`src/rtl/core/assert_macros.svh`:
```
// Assertion macros shared by the histogram mode subtraction RTL.
// Each macro expects signals named clk and rst_n in the including scope.
`ifndef ASSERT_MACROS_SVH
`define ASSERT_MACROS_SVH

// Same-cycle implication, disabled while in reset
`define CHK_IMPLY(label, ante, cons, msg) \
    label: assert property (@(posedge clk) disable iff (!rst_n) (ante) |-> (cons)) \
        else $error(msg);

// Next-cycle implication, disabled while in reset
`define CHK_NEXT(label, ante, cons, msg) \
    label: assert property (@(posedge clk) disable iff (!rst_n) (ante) |=> (cons)) \
        else $error(msg);

`endif

```
`src/rtl/core/hms_pkg.sv`:
```
// Package for the histogram mode subtraction block: widths, codes and
// the structs passed between the controller and the bin divider. No dependencies.
`timescale 1ns / 1ps

package hms_pkg;

    localparam int PIX_W          = 32;
    localparam int DIM_W          = 11;
    localparam int DIM_MAX        = 1024;
    localparam int CNT_W          = 21;
    localparam int NUM_BINS       = 256;
    localparam int BIN_W          = $clog2(NUM_BINS);
    localparam int MAX_PIXELS_DEF = 1048576;
    localparam int CFG_IDX_W      = 1;

    // floor(d/10) for d <= 1024 as (d * 6554) >> 16
    localparam int DIV10_MUL   = 6554;
    localparam int DIV10_SHIFT = 16;
    localparam int DIV10_PW    = DIM_W + 14;

    typedef enum logic [CFG_IDX_W-1:0] {
        REG_IMAGE_WIDTH  = 1'b0,
        REG_IMAGE_HEIGHT = 1'b1
    } cfg_reg_t;

    localparam logic OP_LOAD    = 1'b0;
    localparam logic OP_DRAIN   = 1'b1;
    localparam logic KIND_MODE  = 1'b0;
    localparam logic KIND_PIXEL = 1'b1;

    typedef struct packed {
        logic             start;
        logic [PIX_W-1:0] dividend;
        logic [PIX_W-1:0] divisor;
    } div_req_t;

    typedef struct packed {
        logic             done;
        logic [BIN_W-1:0] bin;
    } div_rsp_t;

endpackage

```
`src/rtl/core/hms_bin_div.sv`:
```
// Bin index unit: floor(NUM_BINS * d / r) clamped to NUM_BINS-1 (bin 0 when r is zero), one
// quotient bit per cycle by restoring division. Depends on hms_pkg and assert_macros.svh.
`timescale 1ns / 1ps
`include "assert_macros.svh"

module hms_bin_div (
    input  logic              clk,
    input  logic              rst_n,
    input  hms_pkg::div_req_t req,
    output hms_pkg::div_rsp_t rsp
);

    localparam int CW = $clog2(hms_pkg::BIN_W + 1);

    logic                        busy_reg;
    logic [CW-1:0]               cnt_reg;
    logic [hms_pkg::PIX_W:0]     rem_reg;
    logic [hms_pkg::PIX_W-1:0]   dvs_reg;
    logic [hms_pkg::BIN_W-1:0]   q_reg;
    logic                        ovf_reg;
    logic                        done_reg;
    logic [hms_pkg::BIN_W-1:0]   bin_reg;

    logic [hms_pkg::PIX_W:0]     rem_dbl;
    logic                        ge;
    logic [hms_pkg::BIN_W-1:0]   q_next;

    // one restoring step
    assign rem_dbl = {rem_reg[hms_pkg::PIX_W-1:0], 1'b0};
    assign ge      = rem_dbl >= {1'b0, dvs_reg};
    assign q_next  = {q_reg[hms_pkg::BIN_W-2:0], ge};

    always_ff @(posedge clk or negedge rst_n)
    begin
        if (!rst_n)
        begin
            busy_reg <= 1'b0;
            cnt_reg  <= '0;
            rem_reg  <= '0;
            dvs_reg  <= '0;
            q_reg    <= '0;
            ovf_reg  <= 1'b0;
            done_reg <= 1'b0;
            bin_reg  <= '0;
        end
        else
        begin
            done_reg <= 1'b0;
            if (req.start)
            begin
                // zero range: everything lands in bin 0
                if (req.divisor == '0)
                begin
                    done_reg <= 1'b1;
                    bin_reg  <= '0;
                end
                else
                begin
                    busy_reg <= 1'b1;
                    cnt_reg  <= CW'(hms_pkg::BIN_W);
                    dvs_reg  <= req.divisor;
                    q_reg    <= '0;
                    // top quotient bit set when d is at least r
                    ovf_reg  <= req.dividend >= req.divisor;
                    rem_reg  <= (req.dividend >= req.divisor)
                                ? {1'b0, req.dividend - req.divisor}
                                : {1'b0, req.dividend};
                end
            end
            else if (busy_reg)
            begin
                rem_reg <= ge ? rem_dbl - {1'b0, dvs_reg} : rem_dbl;
                q_reg   <= q_next;
                cnt_reg <= cnt_reg - CW'(1);
                if (cnt_reg == CW'(1))
                begin
                    busy_reg <= 1'b0;
                    done_reg <= 1'b1;
                    bin_reg  <= ovf_reg ? '1 : q_next;
                end
            end
        end
    end

    assign rsp.done = done_reg;
    assign rsp.bin  = bin_reg;

    `CHK_NEXT(a_start_runs, req.start, busy_reg || done_reg, "divider did not start")
    `CHK_IMPLY(a_done_idle, done_reg, !busy_reg, "divider done while busy")

endmodule

```
`config.mk`:
```
export PLATFORM = sky130hd
export DESIGN_NAME = hms_bin_div
export DESIGN_NICKNAME = d
export VERILOG_FILES = /design/src/rtl/core/hms_pkg.sv /design/src/rtl/core/hms_bin_div.sv
export VERILOG_INCLUDE_DIRS = /design/src /design/src/rtl/core
export SDC_FILE = /design/constraint.sdc
export NUM_CORES = 1
export LEC_CHECK = 0
export CAP_MARGIN = 15
export CORE_MARGIN = 3
export CORE_UTILIZATION = 45
export CTS_BUF_LIST = sky130_fd_sc_hd__clkbuf_2
export DETAILED_ROUTE_END_ITERATION = 6
export DONT_BUFFER_PORTS = 1
export PLACE_DENSITY = 0.7
export SLEW_MARGIN = 20
export SYNTH_ARGS = -nofsm -noshare
export SYNTH_HDL_FRONTEND = slang
export SYNTH_SLANG_ARGS = --single-unit
export TNS_END_PERCENT = 20
```
`constraint.sdc`:
```
create_clock -name clk -period 5.6 [get_ports clk]
set_clock_uncertainty 0.1 [all_clocks]
set_input_delay 0.28 -clock clk [delete_from_list [all_inputs] [get_ports clk]]
set_output_delay 0.28 -clock clk [all_outputs]
set_load 0.02 [all_outputs]
```
==> impl_metrics.json, run 1 <==
{
  "grt_setup_unrepaired": "no",
  "switching_share_pct": 49.50,
  "fin_crit_ns": 4.309,
  "viasPerCell": 6.169,
  "first_iter_violations": 835,
  "utilization_pct": 52.90,
  "synth_cell_type_count": 70,
  "switchingPower_w": 0.001819,
  "hpwl_mm": 18.31,
  "start_util_pct": 46.54,
  "cap_violations": 0,
  "power.share.sequential_pct": 27.1,
  "nets": 1212,
  "synth_top_family_by_area": "compound AO/OA/AOI/OAI gates",
  "ys_ff_latch": 86,
  "hold_violations": 0,
  "die_area_um2": 19010,
  "slew_headroom_pct": 43.17,
  "slowest_stage": "nand2_1",
  "cell_internal_pwr_w": 0.001856,
  "final_cell_mix": "nand2_1, o21ai_0, inv_1, dfrtp_1, a21oi_1",
  "tightest_slew_ns": 0.8494,
  "outcome": "complete, no violations",
  "area_growth_pct": 13.67,
  "hold-path-endpoint": "rem_reg[29]",
  "antenna_found_initial": 1,
  "power.share.clock_pct": 9.7,
  "cts.path.max_buffers": 2,
  "die_w_um": 137.9,
  "yosys.area_share.simple_pct": 20.48,
  "synthMuxAreaShare_pct": 0.9431,
  "fmax_mhz": 232.0,
  "reg2reg_from": "rem_reg[25]",
  "avgSynthCellArea_um2": 7.600,
  "cts_sinks": 86,
  "final_common_cell": "nand2_1",
  "fin_hold_ws_ns": 0.04285,
  "leakagePower_nw": 3.976,
  "dominantRegCellSynth": "dfrtp_1",
  "final-setup-viol-count": 0,
  "end_kind": "flip-flop",
  "ys_warn_count": 0,
  "drive_gt1_share_pct": 4.067,
  "numCtsBuffers": 9,
  "r2r_cells": 11,
  "cts_tree": "done",
  "first_global_vias": 7544,
  "critical_path.cell_chain": "dlygate4sd3_1 > ha_1 > fa_1 > and2b_1 > o2111ai_1 > and4_4 > o31a_1 > a211o_1 > nand2_1 > mux2_2 > a21oi_1 > dlygate4sd3_1 > a21oi_1",
  "grt_first_pass_wirelength_mm": 40.97,
  "timing.final.crit_share_pct": 76.96,
  "ant_nets": 0,
  "synth_xor_area_share_pct": 5.818,
  "slowest_delay_ns": 0.61,
  "ir_worst_vdd_v": 0.0001871,
  "grt_max_degree": 87,
  "syn_nets": 1165,
  "clk_pin_slew_worst_paths_ns": 0.27,
  "drt-total-wl_mm": 25.52,
  "wire_per_inst_um": 19.57,
  "cts.htree.levels": 3,
  "cp_max_fo": 24,
  "fin_tns_setup_ns": 0,
  "clock_latency_ns": 0.64,
  "regToRegEndpoint": "rem_reg[2]",
  "route.detailed.drc": 0,
  "p_total_w": 0.003675,
  "coreArea_um2": 16820,
  "worstPathArrival_ns": 4.73,
  "netlist_area_um2": 7828,
  "worst-setup-path-type": "in2reg",
  "die_height_um": 137.9,
  "synth-adder-area-share_pct": 11.06,
  "root_buffer": "clkbuf_2",
  "firstDrtPassIters": 5,
  "required_ns": 6.02,
  "post_cts_buffers": 0,
  "synth_cells": 1030,
  "combPwrFrac_pct": 63.3,
  "grt_usage_pct": 27.50,
  "worstHoldStart": "req[60]",
  "synth_edf_count": 0,
  "routabilityCongestion": 0.9953,
  "r2r_slack_ns": 1.43,
  "num_rows": 47,
  "seq_area_frac_synth_pct": 27.49,
  "worstHoldPathType": "in2reg",
  "power_density_nw_per_um2": 413.0,
  "worst_setup_path_start_kind": "input port",
  "min_path_cells": 4,
  "pin_count": 76,
  "vias": 8044,
  "overflow": 0,
  "portBuffers": 0,
  "synth_compound_area_share_pct": 27.25,
  "synth-async-reset-ratio_pct": 100.0,
  "drv_slew": 0
}
==> final cells by class <==
cell class | count | area (um^2)
fill | 1608 | 7921
multi-input combinational | 806 | 5142
sequential | 86 | 2152
timing repair buffer | 87 | 878.3
inverter | 87 | 326.6
tap | 220 | 275.3
clock inverter | 7 | 72.57
clock buffer | 9 | 45.04
antenna | 2 | 5.005
==> stage by stage <==
step           instance area, um^2  std cells  setup WS [ns]
4_1_cts                       8892       1302          1.401
5_1_grt                       8897       1304          1.146
3_5_place_dp                  7956       1207          1.886
6_report                      8897       1304          1.291
2_1_floorplan                 7828       1030          2.403
3_3_place_gp                  7956       1207          1.944
==> Yosys cell counts, types with 3 or more instances <==
library cell	n	share of area (%)
o22ai_1	4	0.32
inv_1	86	4.1
ha_1	66	11
o21bai_1	10	0.96
mux2i_1	4	0.51
o21ai_0	90	5.8
o211ai_1	10	0.96
and3_1	12	0.96
nand2_1	137	6.6
buf_1	4	0.19
or3_1	6	0.48
o31a_1	4	0.45
mux2_2	3	0.43
a211oi_1	24	2.3
nor3_1	16	1.0
o31ai_1	16	1.5
xnor2_1	31	3.5
buf_2	5	0.32
o2111ai_1	3	0.34
or2_2	3	0.24
a41oi_1	3	0.34
clkbuf_1	38	1.8
a21o_1	23	2.2
o21a_1	11	1.1
a221oi_1	7	0.78
dfrtp_1	86	27
nand4_1	15	1.2
a31o_2	5	0.56
nor2b_1	9	0.72
nor2_1	62	3.0
o221ai_1	4	0.45
and2_1	9	0.72
a31oi_1	13	1.0
a21boi_0	4	0.38
nor4_1	10	0.80
nand2b_1	8	0.64
nand3_1	45	2.9
a21oi_1	83	5.3
xor2_1	21	2.3
==> worst max-delay path: cells and delay by family <==
kind            cells  cell delay (ns)
fa+ha+maj           2             0.63
buf+inv             2             1.18
mux                 1             0.42
simple gates        3             1.10
compound gates      5             1.12
==> cells by family (layout without fill, tap and decap cells) <==
kind of cell | Yosys count | in the layout
simple gates | 344 | 344
flops | 86 | 86
fa+ha+maj | 68 | 68
mux | 7 | 7
xor+xnor | 52 | 52
other cells | 0 | 2
buf+inv | 138 | 190
compound gates | 335 | 335
==> routing by layer <==
| layer | track usage [%] | wire [um] | vias to the layer above | part of all wire [%] |
|---|---|---|---|---|
| met2 | 41.70 | 11070 | 469 | 43 |
| met3 | 5.878 | 2569 | 72 | 10 |
| li1 | - | - | 3787 | - |
| met5 | 0 | 0 | - | 0 |
| met1 | 38.58 | 10940 | 3716 | 43 |
| met4 | 10.10 | 936 | 0 | 3.7 |
==> power groups by stage <==
| stage | sequential [W] | clock [W] | combinational [W] |
|---|---|---|---|
| after global routing | 0.00102 | 0.000381 | 0.00256 |
| after CTS | 0.000988 | 0.000357 | 0.00226 |
| after global placement | 0.00100 | 0 | 0.00215 |
| after detailed placement | 0.00100 | 0 | 0.00214 |
| final | 0.000994 | 0.000355 | 0.00233 |
| after floorplan | 0.000949 | 0 | 0.00168 |
==> timing repair <==
item / CTS / global route
hold buffers: 79 / 0
endpoints found under the hold margin: 159 / 0
gates resized for setup: 0 / 0
==> worst max path at each step <==
stage	endpoint	slack (ns)	startpoint	depth (start not counted)
after floorplan	rem_reg[31]	2.40	req[32]	14
after global placement	rem_reg[8]	1.94	req[32]	12
after detailed placement	rem_reg[8]	1.89	req[32]	12
after CTS	rem_reg[8]	1.40	req[0]	13
after global routing	rem_reg[8]	1.15	req[0]	13
final	rem_reg[8]	1.29	req[0]	13
Note: power is estimated with default switching activity, not from simulation.
==> inputs of run 2 (changes only) <==
- clock period: 5.6 -> 4.2 ns (I/O delays scaled with it)
==> impl_metrics.json, run 2 (synthesis gave the netlist of run 1 again) <==
{
  "power.share.sequential_pct": 26.7,
  "antenna_found_initial": 1,
  "worstHoldPathType": "in2reg",
  "worst-setup-path-type": "in2reg",
  "wire_per_inst_um": 19.79,
  "viasPerCell": 6.135,
  "nets": 1227,
  "grt_usage_pct": 27.53,
  "fmax_mhz": 246.7,
  "slew_headroom_pct": 44.72,
  "final-setup-viol-count": 0,
  "fin_crit_ns": 4.053,
  "die_w_um": 137.9,
  "final_common_cell": "nand2_1",
  "end_kind": "flip-flop",
  "outcome": "complete, no violations",
  "coreArea_um2": 16820,
  "critical_path.cell_chain": "dlygate4sd3_1 > inv_1 > ha_1 > fa_1 > and2b_1 > o2111ai_1 > and4_4 > o31a_1 > a211o_1 > and2_1 > buf_4 > a211oi_1 > o31ai_1 > dlygate4sd3_1",
  "overflow": 0,
  "use_met3_pct": 6.785,
  "combPwrFrac_pct": 62.8,
  "cp_max_fo": 29,
  "pin_count": 76,
  "met2_usage_pct": 42.38,
  "vias": 8086,
  "globalRouteMet1Util_pct": 38.37,
  "slowest_stage": "dlygate4sd3_1",
  "routabilityCongestion": 0.9612,
  "switching_share_pct": 48.45,
  "post_cts_buffers": 0,
  "die_height_um": 137.9,
  "worst_setup_path_start_kind": "input port",
  "power_density_nw_per_um2": 548.4,
  "portBuffers": 0,
  "hold_violations": 0,
  "first_iter_violations": 753,
  "ant_nets": 0,
  "drt-total-wl_mm": 26.08,
  "numCtsBuffers": 9,
  "switchingPower_w": 0.002410,
  "first_global_vias": 7425,
  "start_util_pct": 46.54,
  "hpwl_mm": 18.67,
  "area_growth_pct": 15.90,
  "timing.final.crit_share_pct": 96.50,
  "cts.htree.levels": 3,
  "num_rows": 47,
  "cts_tree": "done",
  "clock_latency_ns": 0.62,
  "firstDrtPassIters": 6,
  "top_usage_layer": "met2",
  "cts.path.max_buffers": 2,
  "slowest_delay_ns": 0.57,
  "cell_internal_pwr_w": 0.002565,
  "worstPathArrival_ns": 4.46,
  "route.detailed.drc": 0,
  "power.share.clock_pct": 10.5,
  "drive_gt1_share_pct": 4.284,
  "grt_first_pass_wirelength_mm": 40.80,
  "final_cells": 1318,
  "cts_sinks": 86,
  "tightest_slew_ns": 0.8292,
  "root_buffer": "clkbuf_2",
  "grt_max_degree": 82,
  "clk_pin_slew_worst_paths_ns": 0.25,
  "fin_tns_setup_ns": 0,
  "cap_violations": 0,
  "grt_setup_unrepaired": "no",
  "required_ns": 4.61,
  "dp_cells": 1210,
  "leakagePower_nw": 4.054,
  "die_area_um2": 19010,
  "critical_path.most_common_cell": "dlygate4sd3_1",
  "drv_slew": 0,
  "final_cell_mix": "nand2_1, o21ai_0, dlygate4sd3_1",
  "fillers": 1587,
  "ir_worst_vdd_v": 0.0002311
}
==> run 2: power by group through the flow <==
stage / combinational (W) / clock [W] / sequential, W
after floorplan: 0.00224 / 0 / 0.00127
after global placement: 0.00283 / 0 / 0.00133
after detailed placement: 0.00284 / 0 / 0.00134
after CTS: 0.00303 / 0.000536 / 0.00132
after global routing: 0.00342 / 0.000558 / 0.00136
final: 0.00312 / 0.000521 / 0.00133
==> run 2: final timing paths <==
kind                              from     endpoint  slack (ns)  depth (start not counted)
max reg2reg                rem_reg[25]  rem_reg[28]        0.20                         11
min reg2reg                 dvs_reg[3]   dvs_reg[3]        0.41                          2
max in group asynchronous        rst_n   rem_reg[0]        2.98                          4
max                            req[32]   rem_reg[3]        0.15                         14
min                            req[24]     busy_reg        0.08                          5
min in group asynchronous        rst_n  rem_reg[28]        0.54                          3
==> run 2: area by class of cell <==
| class | count | area [um^2] | area share (%) |
|---|---|---|---|
| Multi-Input combinational cell | 806 | 5142 | 56.68 |
| Sequential cell | 86 | 2152 | 23.72 |
| Timing Repair Buffer | 102 | 1031 | 11.36 |
| Inverter | 87 | 326.6 | 3.600 |
| Tap cell | 220 | 275.3 | 3.034 |
| Clock inverter | 7 | 97.59 | 1.076 |
| Clock buffer | 9 | 45.04 | 0.4965 |
| Antenna cell | 1 | 2.502 | 0.02758 |
==> run 2: stage by stage <==
| step | setup slack (ns) | hold slack [ns] | util, % | instance area, um^2 | power, W |
|---|---|---|---|---|---|
| global route | 0.04223 | 0.09008 | 53.94 | 9072 | 0.005339 |
| detailed placement | 0.7222 | -0.1839 | 47.44 | 7979 | 0.004176 |
| finish | 0.1470 | 0.07796 | 53.94 | 9072 | 0.004975 |
| global placement | 0.8186 | -0.1837 | 47.44 | 7979 | 0.004166 |
| CTS | 0.3205 | 0.001422 | 53.93 | 9070 | 0.004886 |
| floorplan | 1.073 | -0.1856 | - | 7828 | 0.003504 |
==> run 2: worst max-delay path: cells and delay by family <==
kind	cells	cell delay [ns]
buffers and inverters	4	1.46
adders and majority gates	2	0.60
and+or+nand+nor	3	0.78
AOI/OAI and AO/OA	5	1.39
==> run 2: repair_timing <==
| item | 4_1_cts | 5_1_grt |
|---|---|---|
| hold endpoints to repair | 167 | 0 |
| gates resized for setup | 0 | 0 |
| hold buffers | 91 | 0 |
| endpoints found under the setup margin | 0 | 0 |
==> run 2: per-layer routing <==
layer,part of all wire [%],wire length [um],vias up
met3,10,2702,75
li1,-,-,3822
met1,43,11140,3726
met4,2.9,753,0
met5,0,0,-
met2,44,11490,463
